$ cat config.mk
export PLATFORM = sky130hd
export DESIGN_NAME = tap_tempo_bpm_meter
export DESIGN_NICKNAME = d
export VERILOG_FILES = /design/src/ttbm_pkg.sv /design/src/ttbm_front.sv /design/src/ttbm_queue.sv /design/src/ttbm_div.sv /design/src/ttbm_back.sv /design/src/tap_tempo_bpm_meter.sv
export VERILOG_INCLUDE_DIRS = /design/src /design/src/src
export SDC_FILE = /design/constraint.sdc
export NUM_CORES = 1
export LEC_CHECK = 0
export BUFFER_PORTS_ARGS = -buffer_cell sky130_fd_sc_hd__buf_2
export CORE_MARGIN = 2
export CORE_UTILIZATION = 59
export DETAILED_ROUTE_END_ITERATION = 6
export GPL_TIMING_DRIVEN = 0
export PLACE_DENSITY = 0.86
export SYNTH_ARGS = -nofsm -noshare
export SYNTH_HDL_FRONTEND = slang
export SYNTH_SLANG_ARGS = --single-unit
$ cat constraint.sdc
create_clock -name clk -period 5.62 [get_ports clk]
set_input_delay 0.281 -clock clk [delete_from_list [all_inputs] [get_ports clk]]
set_output_delay 0.281 -clock clk [all_outputs]
set_load 0.02 [all_outputs]
$ cat src/tap_tempo_bpm_meter_macros.svh
// Assertion macros shared by the tap tempo meter modules
`ifndef TAP_TEMPO_BPM_METER_MACROS_SVH
`define TAP_TEMPO_BPM_METER_MACROS_SVH

// Property checked on every clock edge outside reset
`define TTBM_ASSERT(lbl, prop, msg) \
    lbl: assert property (@(posedge clk) disable iff (!rst_n) (prop)) else $error(msg);

// Condition that must be followed by another one on the next clock edge
`define TTBM_ASSERT_NEXT(lbl, pre, post, msg) \
    lbl: assert property (@(posedge clk) disable iff (!rst_n) (pre) |=> (post)) else $error(msg);

`endif

$ cat src/ttbm_pkg.sv
// Types, codes and constants of the tap tempo meter
`timescale 1ns / 1ps

package ttbm_pkg;

    localparam int QUEUE_DEPTH = 2;

    localparam logic [15:0] MS_PER_MINUTE = 16'd60000;
    localparam int DIV_STEPS = 16;
    localparam int DIV_CNT_W = $clog2(DIV_STEPS);

    localparam logic [15:0] DEBOUNCE_RESET     = 16'd20;
    localparam logic [15:0] MAX_INTERVAL_RESET = 16'd1500;
    localparam logic [15:0] MIN_INTERVAL_RESET = 16'd250;

    // Command codes on the request channel
    localparam logic [1:0] CMD_TICK   = 2'd0;
    localparam logic [1:0] CMD_RESET  = 2'd1;
    localparam logic [1:0] CMD_READ   = 2'd2;

    // Configuration register indexes
    localparam logic [1:0] REG_DEBOUNCE     = 2'd0;
    localparam logic [1:0] REG_MAX_INTERVAL = 2'd1;
    localparam logic [1:0] REG_MIN_INTERVAL = 2'd2;

    typedef struct packed {
        logic [1:0] command;
        logic       pin_level;
        logic       rising_edge;
    } req_t;

    typedef struct packed {
        logic [15:0] tempo_bpm;
        logic        tempo_ready;
        logic [1:0]  tap_phase;
    } rsp_t;

    typedef struct packed {
        logic [15:0] debounce_ms;
        logic [15:0] max_interval_ms;
        logic [15:0] min_interval_ms;
    } cfg_t;

    typedef enum logic [1:0] {
        OP_TICK,
        OP_RESET,
        OP_READ,
        OP_NOP
    } op_t;

    typedef struct packed {
        op_t  op;
        logic pin_level;
        logic rising_edge;
    } q_entry_t;

    typedef enum logic [1:0] {
        PH_RELEASED  = 2'd0,
        PH_TRIGGERED = 2'd1,
        PH_HIGH      = 2'd2,
        PH_WAIT_LOW  = 2'd3
    } phase_t;

    typedef enum logic [1:0] {
        BK_IDLE,
        BK_PREP,
        BK_DIV,
        BK_DONE
    } back_state_t;

    typedef struct packed {
        logic        start;
        logic [15:0] divisor;
    } div_req_t;

    typedef struct packed {
        logic        done;
        logic [15:0] quotient;
    } div_rsp_t;

endpackage

$ cat src/ttbm_front.sv
// Request intake: registers a request and classifies its command
`timescale 1ns / 1ps

module ttbm_front
(
    input  logic                clk,
    input  logic                rst_n,
    input  logic                req_valid,
    output logic                req_ready,
    input  ttbm_pkg::req_t      req,
    input  logic                q_full,
    output logic                q_push,
    output ttbm_pkg::q_entry_t  q_data
);

    logic               stage_valid_reg;
    logic               stage_valid_next;
    ttbm_pkg::q_entry_t stage_reg;
    ttbm_pkg::op_t      op_dec;
    logic               accept;

    always_comb
    begin
        unique case (req.command)
            ttbm_pkg::CMD_TICK:  op_dec = ttbm_pkg::OP_TICK;
            ttbm_pkg::CMD_RESET: op_dec = ttbm_pkg::OP_RESET;
            ttbm_pkg::CMD_READ:  op_dec = ttbm_pkg::OP_READ;
            default:             op_dec = ttbm_pkg::OP_NOP;
        endcase
    end

    assign q_push    = stage_valid_reg && !q_full;
    assign q_data    = stage_reg;
    assign req_ready = !stage_valid_reg || !q_full;
    assign accept    = req_valid && req_ready;

    always_comb
    begin
        stage_valid_next = stage_valid_reg;
        if (accept)
        begin
            stage_valid_next = 1'b1;
        end
        else if (q_push)
        begin
            stage_valid_next = 1'b0;
        end
    end

    always_ff @(posedge clk or negedge rst_n)
    begin
        if (!rst_n)
        begin
            stage_valid_reg <= 1'b0;
        end
        else
        begin
            stage_valid_reg <= stage_valid_next;
        end
    end

    always_ff @(posedge clk)
    begin
        if (accept)
        begin
            stage_reg.op          <= op_dec;
            stage_reg.pin_level   <= req.pin_level;
            stage_reg.rising_edge <= req.rising_edge;
        end
    end

endmodule

$ cat src/ttbm_queue.sv
// Small request queue between intake and execution
`timescale 1ns / 1ps
`include "tap_tempo_bpm_meter_macros.svh"

module ttbm_queue
#(
    parameter int DEPTH = ttbm_pkg::QUEUE_DEPTH
)
(
    input  logic                clk,
    input  logic                rst_n,
    input  logic                push,
    input  ttbm_pkg::q_entry_t  push_data,
    output logic                full,
    input  logic                pop,
    output ttbm_pkg::q_entry_t  pop_data,
    output logic                valid
);

    localparam int PTR_W = (DEPTH > 1) ? $clog2(DEPTH) : 1;
    localparam int CNT_W = $clog2(DEPTH + 1);

    ttbm_pkg::q_entry_t entries [DEPTH];

    logic [PTR_W-1:0] wr_ptr_reg;
    logic [PTR_W-1:0] wr_ptr_next;
    logic [PTR_W-1:0] rd_ptr_reg;
    logic [PTR_W-1:0] rd_ptr_next;
    logic [CNT_W-1:0] count_reg;
    logic [CNT_W-1:0] count_next;

    function automatic logic [PTR_W-1:0] ptr_inc(input logic [PTR_W-1:0] p);
        logic [PTR_W-1:0] r;
        if (p == PTR_W'(DEPTH - 1))
        begin
            r = '0;
        end
        else
        begin
            r = p + PTR_W'(1);
        end
        return r;
    endfunction

    assign full     = (count_reg == CNT_W'(DEPTH));
    assign valid    = (count_reg != '0);
    assign pop_data = entries[rd_ptr_reg];

    always_comb
    begin
        wr_ptr_next = push ? ptr_inc(wr_ptr_reg) : wr_ptr_reg;
        rd_ptr_next = pop ? ptr_inc(rd_ptr_reg) : rd_ptr_reg;
        count_next  = count_reg;
        if (push && !pop)
        begin
            count_next = count_reg + CNT_W'(1);
        end
        else if (pop && !push)
        begin
            count_next = count_reg - CNT_W'(1);
        end
    end

    always_ff @(posedge clk or negedge rst_n)
    begin
        if (!rst_n)
        begin
            wr_ptr_reg <= '0;
            rd_ptr_reg <= '0;
            count_reg  <= '0;
        end
        else
        begin
            wr_ptr_reg <= wr_ptr_next;
            rd_ptr_reg <= rd_ptr_next;
            count_reg  <= count_next;
        end
    end

    always_ff @(posedge clk)
    begin
        if (push)
        begin
            entries[wr_ptr_reg] <= push_data;
        end
    end

    `TTBM_ASSERT(a_no_push_full, push |-> !full, "queue push while full")
    `TTBM_ASSERT(a_no_pop_empty, pop |-> valid, "queue pop while empty")
    `TTBM_ASSERT(a_count_bound, count_reg <= CNT_W'(DEPTH), "queue count beyond depth")

endmodule

$ cat src/ttbm_div.sv
// Bit-serial restoring divider: 60000 / divisor, one quotient bit per cycle
`timescale 1ns / 1ps
`include "tap_tempo_bpm_meter_macros.svh"

module ttbm_div
(
    input  logic                clk,
    input  logic                rst_n,
    input  ttbm_pkg::div_req_t  div_req,
    output ttbm_pkg::div_rsp_t  div_rsp
);

    localparam int CW = ttbm_pkg::DIV_CNT_W;

    logic          busy_reg;
    logic          busy_next;
    logic          done_reg;
    logic          done_next;
    logic [CW-1:0] cnt_reg;
    logic [CW-1:0] cnt_next;
    logic [15:0]   rem_reg;
    logic [15:0]   rem_next;
    logic [15:0]   quo_reg;
    logic [15:0]   quo_next;
    logic [15:0]   dsr_reg;
    logic [15:0]   dsr_next;
    logic [16:0]   shifted;
    logic          fits;

    assign shifted = {rem_reg, quo_reg[15]};
    assign fits    = (shifted >= {1'b0, dsr_reg});

    always_comb
    begin
        busy_next = busy_reg;
        done_next = 1'b0;
        cnt_next  = cnt_reg;
        rem_next  = rem_reg;
        quo_next  = quo_reg;
        dsr_next  = dsr_reg;
        if (div_req.start)
        begin
            busy_next = 1'b1;
            cnt_next  = '0;
            rem_next  = '0;
            quo_next  = ttbm_pkg::MS_PER_MINUTE;
            dsr_next  = div_req.divisor;
        end
        else if (busy_reg)
        begin
            if (fits)
            begin
                rem_next = 16'(shifted - {1'b0, dsr_reg});
            end
            else
            begin
                rem_next = shifted[15:0];
            end
            quo_next = {quo_reg[14:0], fits};
            cnt_next = cnt_reg + CW'(1);
            if (cnt_reg == CW'(ttbm_pkg::DIV_STEPS - 1))
            begin
                busy_next = 1'b0;
                done_next = 1'b1;
            end
        end
    end

    always_ff @(posedge clk or negedge rst_n)
    begin
        if (!rst_n)
        begin
            busy_reg <= 1'b0;
            done_reg <= 1'b0;
            cnt_reg  <= '0;
        end
        else
        begin
            busy_reg <= busy_next;
            done_reg <= done_next;
            cnt_reg  <= cnt_next;
        end
    end

    always_ff @(posedge clk)
    begin
        rem_reg <= rem_next;
        quo_reg <= quo_next;
        dsr_reg <= dsr_next;
    end

    assign div_rsp.done     = done_reg;
    assign div_rsp.quotient = quo_reg;

    `TTBM_ASSERT(a_no_restart, div_req.start |-> !busy_reg, "divider restarted while busy")
    `TTBM_ASSERT_NEXT(a_done_pulse, done_reg, !done_reg, "divider done held past one cycle")

endmodule

$ cat src/ttbm_back.sv
// Execution side: tap state machine, tempo register and response register
`timescale 1ns / 1ps
`include "tap_tempo_bpm_meter_macros.svh"

module ttbm_back
(
    input  logic                clk,
    input  logic                rst_n,
    input  ttbm_pkg::cfg_t      cfg,
    input  logic                q_valid,
    input  ttbm_pkg::q_entry_t  q_data,
    output logic                q_pop,
    output ttbm_pkg::div_req_t  div_req,
    input  ttbm_pkg::div_rsp_t  div_rsp,
    output logic                rsp_valid,
    input  logic                rsp_ready,
    output ttbm_pkg::rsp_t      rsp
);

    ttbm_pkg::back_state_t state_reg;
    ttbm_pkg::back_state_t state_next;
    ttbm_pkg::phase_t      phase_reg;
    ttbm_pkg::phase_t      phase_next;

    logic [31:0]    now_reg;
    logic [31:0]    now_next;
    logic [31:0]    tap_reg;
    logic [31:0]    tap_next;
    logic [31:0]    last_reg;
    logic [31:0]    last_next;
    logic [31:0]    elapsed_reg;
    logic [31:0]    elapsed_next;
    logic [15:0]    tempo_reg;
    logic [15:0]    tempo_next;
    logic [15:0]    ivl_reg;
    logic [15:0]    ivl_next;
    logic           out_valid_reg;
    logic           out_valid_next;
    ttbm_pkg::rsp_t out_reg;
    ttbm_pkg::rsp_t out_next;

    logic        out_free;
    logic [31:0] now_inc;
    logic [31:0] elapsed_inc;
    logic [31:0] interval;
    logic        too_long;
    logic [15:0] floored;

    assign out_free    = !out_valid_reg || rsp_ready;
    assign now_inc     = now_reg + 32'd1;
    assign elapsed_inc = elapsed_reg + 32'd1;
    assign interval    = tap_reg - last_reg;
    assign too_long    = (interval > {16'd0, cfg.max_interval_ms});
    assign floored     = (ivl_reg < cfg.min_interval_ms) ? cfg.min_interval_ms : ivl_reg;

    always_comb
    begin
        state_next     = state_reg;
        phase_next     = phase_reg;
        now_next       = now_reg;
        tap_next       = tap_reg;
        last_next      = last_reg;
        elapsed_next   = elapsed_reg;
        tempo_next     = tempo_reg;
        ivl_next       = ivl_reg;
        out_valid_next = out_valid_reg && !rsp_ready;
        out_next       = out_reg;
        q_pop          = 1'b0;
        div_req.start   = 1'b0;
        div_req.divisor = (floored == 16'd0) ? 16'd1 : floored;

        unique case (state_reg)
            ttbm_pkg::BK_IDLE:
            begin
                if (q_valid && out_free)
                begin
                    q_pop = 1'b1;
                    out_next.tempo_bpm = 16'd0;
                    unique case (q_data.op)
                        ttbm_pkg::OP_TICK:
                        begin
                            now_next = now_inc;
                            if (q_data.rising_edge && phase_reg == ttbm_pkg::PH_RELEASED)
                            begin
                                // stamp, then triggered steps to high in the same tick
                                tap_next   = now_inc;
                                phase_next = ttbm_pkg::PH_HIGH;
                            end
                            else
                            begin
                                unique case (phase_reg)
                                    ttbm_pkg::PH_TRIGGERED:
                                    begin
                                        phase_next = ttbm_pkg::PH_HIGH;
                                    end
                                    ttbm_pkg::PH_HIGH:
                                    begin
                                        if (!q_data.pin_level)
                                        begin
                                            elapsed_next = 32'd0;
                                            phase_next   = ttbm_pkg::PH_WAIT_LOW;
                                        end
                                    end
                                    ttbm_pkg::PH_WAIT_LOW:
                                    begin
                                        elapsed_next = elapsed_inc;
                                        if (q_data.pin_level)
                                        begin
                                            phase_next = ttbm_pkg::PH_HIGH;
                                        end
                                        else if (elapsed_inc > {16'd0, cfg.debounce_ms})
                                        begin
                                            // tap complete
                                            phase_next = ttbm_pkg::PH_RELEASED;
                                            last_next  = tap_reg;
                                            if (tap_reg != 32'd0 && last_reg != 32'd0)
                                            begin
                                                if (too_long)
                                                begin
                                                    tap_next   = 32'd0;
                                                    last_next  = 32'd0;
                                                    tempo_next = 16'd0;
                                                end
                                                else
                                                begin
                                                    ivl_next   = interval[15:0];
                                                    state_next = ttbm_pkg::BK_PREP;
                                                end
                                            end
                                        end
                                    end
                                    default:
                                    begin
                                    end
                                endcase
                            end
                            out_next.tempo_ready = (tempo_next != 16'd0);
                            out_next.tap_phase   = phase_next;
                            // a tap that needs a division responds when it is done
                            out_valid_next = out_valid_next || (state_next == ttbm_pkg::BK_IDLE);
                        end
                        ttbm_pkg::OP_RESET:
                        begin
                            tempo_next           = 16'd0;
                            tap_next             = 32'd0;
                            last_next            = 32'd0;
                            phase_next           = ttbm_pkg::PH_RELEASED;
                            out_next.tempo_ready = 1'b0;
                            out_next.tap_phase   = ttbm_pkg::PH_RELEASED;
                            out_valid_next       = 1'b1;
                        end
                        ttbm_pkg::OP_READ:
                        begin
                            tempo_next           = 16'd0;
                            out_next.tempo_bpm   = tempo_reg;
                            out_next.tempo_ready = 1'b0;
                            out_next.tap_phase   = phase_reg;
                            out_valid_next       = 1'b1;
                        end
                        default:
                        begin
                            out_next.tempo_ready = (tempo_reg != 16'd0);
                            out_next.tap_phase   = phase_reg;
                            out_valid_next       = 1'b1;
                        end
                    endcase
                end
            end
            ttbm_pkg::BK_PREP:
            begin
                div_req.start = 1'b1;
                state_next    = ttbm_pkg::BK_DIV;
            end
            ttbm_pkg::BK_DIV:
            begin
                if (div_rsp.done)
                begin
                    tempo_next = div_rsp.quotient;
                    state_next = ttbm_pkg::BK_DONE;
                end
            end
            ttbm_pkg::BK_DONE:
            begin
                if (out_free)
                begin
                    out_next.tempo_bpm   = 16'd0;
                    out_next.tempo_ready = (tempo_reg != 16'd0);
                    out_next.tap_phase   = phase_reg;
                    out_valid_next       = 1'b1;
                    state_next           = ttbm_pkg::BK_IDLE;
                end
            end
            default:
            begin
                state_next = ttbm_pkg::BK_IDLE;
            end
        endcase
    end

    always_ff @(posedge clk or negedge rst_n)
    begin
        if (!rst_n)
        begin
            state_reg     <= ttbm_pkg::BK_IDLE;
            phase_reg     <= ttbm_pkg::PH_RELEASED;
            now_reg       <= 32'd0;
            tap_reg       <= 32'd0;
            last_reg      <= 32'd0;
            elapsed_reg   <= 32'd0;
            tempo_reg     <= 16'd0;
            out_valid_reg <= 1'b0;
        end
        else
        begin
            state_reg     <= state_next;
            phase_reg     <= phase_next;
            now_reg       <= now_next;
            tap_reg       <= tap_next;
            last_reg      <= last_next;
            elapsed_reg   <= elapsed_next;
            tempo_reg     <= tempo_next;
            out_valid_reg <= out_valid_next;
        end
    end

    always_ff @(posedge clk)
    begin
        ivl_reg <= ivl_next;
        out_reg <= out_next;
    end

    assign rsp_valid = out_valid_reg;
    assign rsp       = out_reg;

    `TTBM_ASSERT(a_pop_idle, q_pop |-> (state_reg == ttbm_pkg::BK_IDLE) && out_free, "pop outside idle or with response blocked")
    `TTBM_ASSERT(a_no_trig_out, out_valid_reg |-> (out_reg.tap_phase != ttbm_pkg::PH_TRIGGERED), "triggered phase reported")
    `TTBM_ASSERT_NEXT(a_prep_div, state_reg == ttbm_pkg::BK_PREP, state_reg == ttbm_pkg::BK_DIV, "divide did not start after prep")

endmodule

$ cat src/tap_tempo_bpm_meter.sv
// A request passes the front stage register, the queue and the response register in turn.
// Throughput: one request per cycle while responses are taken, except a completed tap holds
//   the back end while the bit-serial divider makes one quotient bit per cycle.
// A 2-entry queue decouples intake from execution; the response register frees intake.
// Reset (rst_n, async low): queue empty, phase released, counters, stamps and tempo zero,
//   debounce 20, max interval 1500, min interval 250.
`timescale 1ns / 1ps

module tap_tempo_bpm_meter
#(
    parameter int QUEUE_DEPTH = ttbm_pkg::QUEUE_DEPTH
)
(
    input  logic            clk,
    input  logic            rst_n,
    // request channel
    input  logic            req_valid,
    output logic            req_ready,
    input  ttbm_pkg::req_t  req,
    // response channel
    output logic            rsp_valid,
    input  logic            rsp_ready,
    output ttbm_pkg::rsp_t  rsp,
    // configuration writes
    input  logic            cfg_valid,
    output logic            cfg_ready,
    input  logic [1:0]      cfg_index,
    input  logic [15:0]     cfg_data
);

    ttbm_pkg::cfg_t     cfg_reg;
    ttbm_pkg::cfg_t     cfg_next;
    logic               q_full;
    logic               q_push;
    ttbm_pkg::q_entry_t q_push_data;
    logic               q_valid;
    logic               q_pop;
    ttbm_pkg::q_entry_t q_pop_data;
    ttbm_pkg::div_req_t div_req;
    ttbm_pkg::div_rsp_t div_rsp;

    // The user must issue config writes only while idle; the block does not enforce it. They are always taken.
    assign cfg_ready = 1'b1;

    always_comb
    begin
        cfg_next = cfg_reg;
        if (cfg_valid)
        begin
            unique case (cfg_index)
                ttbm_pkg::REG_DEBOUNCE:     cfg_next.debounce_ms     = cfg_data;
                ttbm_pkg::REG_MAX_INTERVAL: cfg_next.max_interval_ms = cfg_data;
                ttbm_pkg::REG_MIN_INTERVAL: cfg_next.min_interval_ms = cfg_data;
                default:                    cfg_next = cfg_reg;  // no register here
            endcase
        end
    end

    always_ff @(posedge clk or negedge rst_n)
    begin
        if (!rst_n)
        begin
            cfg_reg.debounce_ms     <= ttbm_pkg::DEBOUNCE_RESET;
            cfg_reg.max_interval_ms <= ttbm_pkg::MAX_INTERVAL_RESET;
            cfg_reg.min_interval_ms <= ttbm_pkg::MIN_INTERVAL_RESET;
        end
        else
        begin
            cfg_reg <= cfg_next;
        end
    end

    // Front: registers each request and turns its command into an operation.
    ttbm_front u_front
    (
        .clk       (clk),
        .rst_n     (rst_n),
        .req_valid (req_valid),
        .req_ready (req_ready),
        .req       (req),
        .q_full    (q_full),
        .q_push    (q_push),
        .q_data    (q_push_data)
    );

    // Queue: lets the front keep taking requests while the back is dividing.
    ttbm_queue #(
        .DEPTH (QUEUE_DEPTH)
    ) u_queue
    (
        .clk       (clk),
        .rst_n     (rst_n),
        .push      (q_push),
        .push_data (q_push_data),
        .full      (q_full),
        .pop       (q_pop),
        .pop_data  (q_pop_data),
        .valid     (q_valid)
    );

    // Back: millisecond counter, tap machine, tempo and the response register.
    ttbm_back u_back
    (
        .clk       (clk),
        .rst_n     (rst_n),
        .cfg       (cfg_reg),
        .q_valid   (q_valid),
        .q_data    (q_pop_data),
        .q_pop     (q_pop),
        .div_req   (div_req),
        .div_rsp   (div_rsp),
        .rsp_valid (rsp_valid),
        .rsp_ready (rsp_ready),
        .rsp       (rsp)
    );

    // Divider: 60000 / floored interval.
    ttbm_div u_div
    (
        .clk     (clk),
        .rst_n   (rst_n),
        .div_req (div_req),
        .div_rsp (div_rsp)
    );

endmodule
# After elaboration in Yosys (flattened, before gate mapping)

Memory sizes are Yosys's and may differ from the RTL's.
Cells that the tools add are included.

$add $sub $neg: 9
Multipliers: 0
Div/mod/pow operators: 0
Magnitude comparators: 4
Equality and inequality tests: 27
Shift operators: 0
Muxes and demuxes: 75
Bitwise operators: 3
Reductions and logical operators: 49

Operator list:

| cell                    | count |
|---|---|
| $mux W32                | 8 |
| $mux W16                | 14 |
| $pmux W32 S2            | 3 |
| $add A32 B1 Y32 const B | 2 |
| $gt A32 B16 Y1          | 2 |
| $pmux W16 S2            | 2 |
| $reduce_bool A32 Y1     | 2 |
| $mux W19                | 2 |
| $mux W2                 | 19 |
| $pmux W19 S2            | 1 |
| $reduce_bool A16 Y1     | 2 |
| $sub A32 B32 Y32        | 1 |
| $mux W1                 | 18 |
| $ge A17 B16 Y1          | 1 |
| $eq A2 B2 Y1 const B    | 8 |
| $logic_not A16 Y1       | 1 |
| $lt A16 B16 Y1          | 1 |
| $reduce_bool A2 Y1      | 8 |
| $sub A16 B16 Y16        | 1 |
| $logic_not A2 Y1        | 6 |
| $pmux W2 S3             | 2 |
| $reduce_and A6 Y1       | 2 |
| $eq A2 B1 Y1 const B    | 5 |
| $ne A2 B2 Y1 const B    | 5 |
| other kinds (24)        | 51 |

Register bits: 295
Latch bits: 0
Bits in writable memories: 8
ROM bits: 0
Output and inout bits: 22
Word-level logic and storage cells: 196
Memories kept: 1

Memory list:

| memory          | words | width | rd ports | clocked after memory_dff | wr ports | RTL line         | RTL |
|---|---|---|---|---|---|---|---|
| u_queue.entries | 2     | 4     | 1        | 0                        | 1        | ttbm_queue.sv:23 | `ttbm_pkg::q_entry_t entries [DEPTH];` |

# Logic depth before layout (Yosys ltp)

Depth in word-level cells: 16
Depth in mapped cells: 23

# By module

From an unflattened synthesis, not the netlist that was laid out.

Cell total of the unflattened synthesis: 1818
Area total of the unflattened synthesis: 17872.1 sq um

By module, submodules not included:

| module              | times used | cells each | area an instance (sq um) |
|---|---|---|---|
| ttbm_back           | 1          | 1354       | 12348.1 |
| ttbm_div            | 1          | 321        | 3024.2 |
| tap_tempo_bpm_meter | 1          | 104        | 1845.5 |
| ttbm_queue          | 1          | 28         | 476.7 |
| ttbm_front          | 1          | 11         | 177.7 |

# Worst setup path before layout

OpenSTA, ideal clock, no wires.

Path type: register to register
From: register u_back.tap_reg[0]
To: register u_back.ivl_reg[0] (enable)
Arrival time: 4.450 ns
Setup slack: 0.796 ns
Stages on the path, launching flop included: 20
Cell sequence: dfrtp_1 inv_1 ha_1 inv_1 fa_1 a21o_1 a311o_1 a21oi_1 o21ai_0 xor2_1 ha_1 a21oi_1 nand2_1 a221o_1 a211o_1 a21bo_2 nand4_1 nor4_1 and4_1 and4_1

Longest elaborated chain between the ends: 4

RTL lines:

| item                               | RTL line         | RTL |
|---|---|---|
| from (decl)                        | ttbm_back.sv:27  | `logic [31:0] tap_reg;` |
| from (signal assigned)             | ttbm_back.sv:218 | `tap_reg <= tap_next;` |
| $sub A32 B32 Y32                   | ttbm_back.sv:52  | `assign interval = tap_reg - last_reg;` |
| net u_back.interval[14]            | ttbm_back.sv:45  | `logic [31:0] interval;` |
| $gt A32 B16 Y1                     | ttbm_back.sv:53  | `assign too_long = (interval > {16'd0, cfg.max_interval_ms});` |
| $not A1 Y1 (no source line)        | --               |  |
| $reduce_and A9 Y1 (no source line) | --               |  |
| to (signal assigned)               | ttbm_back.sv:228 | `ivl_reg <= ivl_next;` |
| to (decl)                          | ttbm_back.sv:35  | `logic [15:0] ivl_reg;` |

The timed path passes the listed nets, and every way through them passes these cells.
A chain may end at the register's enable or synchronous reset.

# Worst setup path in the final report

From: register u_back.tap_reg[0]
To: register u_back.tap_reg[14]

Longest elaborated chain between the ends: 9

RTL lines:

| item                    | RTL line |
|---|---|
| $sub A32 B32 Y32        | ttbm_back.sv:52 |
| net u_back.interval[14] | ttbm_back.sv:45 |
| $gt A32 B16 Y1          | ttbm_back.sv:53 |
| $mux W32 (6 in series)  | -- |
| $pmux W32 S2            | -- |

The timed path passes the listed nets, and every way through them passes these cells. The select of a mux whose other input is x is not followed.

==> impl_metrics.yaml <==
synthesis:
  syn_nets: 2060
  ys_async_sr_fraction_pct: 68.6
  synth_area_per_cell_um2: 9.43
  synth_warnings: 0
  ys_types: 83
  syn_inst: 1925
  yosys.area.top_type_share_pct: 26.6
  synth_edf_count: 63
  synth_seq_cells: 303
  yosysSeqAreaShare_pct: 42.7
  syn_area_um2: 18200
  synth_area_leaders: "dfrtp_1, edfxtp_1, ha_1"
  yosysTopAreaCell: "dfrtp_1"
  ys.flop_type: "dfrtp_1"
clocking:
  cts_root_buf: "clkbuf_16"
  cts.sinks: 303
  clock_latency_ns: 0.54
  cts_tree: "done"
  cts_setup_buffers: 0
  clk_path_buf_depth: 3
  clkSlewWorstSetupHoldPaths_ns: 0.07
  cts_buffers: 34
  cts.htree.levels: 2
floorplanning:
  die_w_um: 179
  core_um2: 30400
  chipHeight_um: 179
  rows: 64
  die-area_um2: 32200
  io_pins: 49
  start_util_pct: 59.7
flow_run:
  drv_cap: 0
final_layout:
  nFillCells: 2289
  synthToLayoutAreaGrowth_pct: 11.0
  largest_reg_flops: 48
  drive_gt1_share_pct: 10.6
  final_nets: 2148
  fin_util_pct: 66.2
setup_path:
  cp_top_family: "compound AO/OA/AOI/OAI gates"
  crit_path_max_incr_delay_ns: 0.52
  critPathLaunchType: "register"
  worstSetupStartpoint: "u_back.tap_reg[0]"
  ff2ff_setup_slack_ns: 0.28
  crit_chain: "inv_1, ha_1, inv_1, fa_1, a21o_1, a311o_1, a21oi_4, o21ai_0, xor2_1, ha_1, a21oi_1, nand2_1, a221o_1, a211o_1, a21bo_2, nand4_1, or3_1, nor4_2, nand2_2, o311ai_1"
  slowest_stage: "nor4_2"
  r2r-start: "u_back.tap_reg[0]"
  crit_type: "register to register"
  crit_fanout: 8
  crit_buf_inv: 2
  worst-endpoint-arrival_ns: 5.77
  critPathRequiredTime_ns: 6.05
  endpoint_kind: "register"
run_status:
  violations: "DRC"
  run_status: "complete, but fails checks"
sta:
  hold_viol: 0
  rsz0062_at_grt: "false"
  worst_pin_slew_ns: 1.05
  worst_slack_ns: 0.279
  setup_violations: 0
  slew_headroom_pct: 29.7
  finClkSkew_ns: 0.0337
  fmax_mhz: 187
  period_share_pct: 95.0
  hold_ws_ns: 0.0412
  period_needed_ns: 5.34
  drv_slew: 0
placement:
  gp_congestion: 0.932
  place_ws_ns: -0.0983
  numPortBuffers: 45
  dp_hpwl_mm: 34.4
global_routing:
  grt_pass1_wl_mm: 76.8
  grt_overflow: 0
  grt_pass1_vias: 15500
  track_usage_pct: 28.7
  grt_max_degree: 122
  grt_antenna_before_repair: 1
drt:
  wl_per_cell_um: 19.1
  vias_per_cell: 6.25
  routed-via-count: 15200
  drt_pass1_iterations: 7
  ant_nets: 0
  drt-initial-drc-count: 1398
  drc: 1
  finalWirelength_mm: 46.5
min_path:
  hold_path_class: "input port to register"
  hold_start: "cfg_data[4]"
[worst reg2reg max path: stages (launching register included)]
cell	delay, ns
dfrtp_1	0.43
inv_1	0.08
ha_1	0.17
inv_1	0.06
fa_1	0.40
a21o_1	0.21
a311o_1	0.40
a21oi_4	0.19
o21ai_0	0.13
xor2_1	0.17
ha_1	0.32
a21oi_1	0.15
nand2_1	0.08
a221o_1	0.34
a211o_1	0.26
a21bo_2	0.22
nand4_1	0.11
or3_1	0.38
nor4_2	0.52
nand2_2	0.25
o311ai_1	0.35
[synthesized netlist by cell type (28+ instances only)]
master	n
mux2i_1	35
a21oi_1	100
nand4_1	28
nor4_1	33
o21ai_0	94
o31ai_1	66
xor2_1	50
and2_1	28
nand2b_1	41
a22oi_1	38
clkbuf_1	71
nand2_1	214
dfrtp_1	193
nor2_1	121
mux2_2	48
inv_1	118
edfxtp_1	63
dfxtp_1	32
xnor2_1	66
ha_1	106
nand3_1	49
[final timing paths]
kind	endpoint	cells after the start
hold reg to reg	u_queue.entries[1][0]	0
max in group asynchronous	u_back.last_reg[23]	3
hold / removal	cfg_reg[36]	3
setup / recovery	u_back.tap_reg[14]	20
setup reg to reg	u_back.tap_reg[14]	20
min in group asynchronous	u_back.elapsed_reg[10]	2
[cells by family after synthesis]
kind of cell,after synthesis,synth area share [%]
xor gates and xnor gates,116,5.60
and+or+nand+nor,646,17.9
muxes,83,4.91
DFF,303,42.7
other,1,0.0207
AOI/OAI and AO/OA,453,16.7
buffers and inverters,215,4.61
adders and majority gates,108,7.53
[metrics by stage]
| step | std cells | TNS, ns | instance area [um2] |
|---|---|---|---|
| floorplan | 1925 | 0 | 18200 |
| global placement | 2366 | -0.0107 | 18900 |
| detailed placement | 2367 | -1.33 | 18900 |
| CTS | 2435 | 0 | 20100 |
| global route | 2436 | 0 | 20100 |
| finish | 2436 | 0 | 20100 |
[final cells by class]
class / count / area [um2] / area share (%)
multi-input combinational: 1407 / 9590 / 47.6
clock inverter: 17 / 221 / 1.10
inverter: 121 / 454 / 2.25
timing repair buffer: 52 / 323 / 1.60
sequential: 303 / 7760 / 38.5
antenna: 1 / 2.50 / 0.0124
tap: 396 / 495 / 2.46
buffer: 94 / 392 / 1.94
clock buffer: 45 / 913 / 4.53
[repair_timing]
action,CTS,global route
cloned,0,0
resized for setup,3,15
hold buffers,6,0
endpoints found under the hold margin,83,0
setup endpoints to repair,51,74
[placed cells by master, fill, tap and decap left out, drive strengths merged, types with 7 or more instances in the layout]
cell type / count
nand2: 214
dfrtp: 193
nor2: 122
inv: 121
clkbuf: 117
ha: 106
a21oi: 100
o21ai: 100
buf: 68
xnor2: 66
o31ai: 66
edfxtp: 63
xor2: 50
nand3: 49
mux2: 48
nand2b: 41
a22oi: 38
mux2i: 35
nor4: 35
dfxtp: 32
nand4: 29
and2: 28
nor3: 28
a21o: 27
and3: 27
nor2b: 16
a22o: 16
and4: 16
dfstp: 15
a211oi: 13
nor3b: 11
o211ai: 11
o311ai: 10
clkinv: 10
or3: 9
a31oi: 7
[layer usage]
| layer | up-vias | track usage (%) | part of all wire [%] |
|---|---|---|---|
| li1 | 7126 | - | - |
| met1 | 7292 | 35.6 | 40 |
| met2 | 648 | 48.6 | 49 |
| met3 | 148 | 4.38 | 6.6 |
| met4 | 0 | 15.4 | 5.3 |
| met5 | - | 0 | 0 |
Power is left out: the tool's default activity adds up to more than one toggle a clock period on the data nets, which glitch-free logic cannot reach.
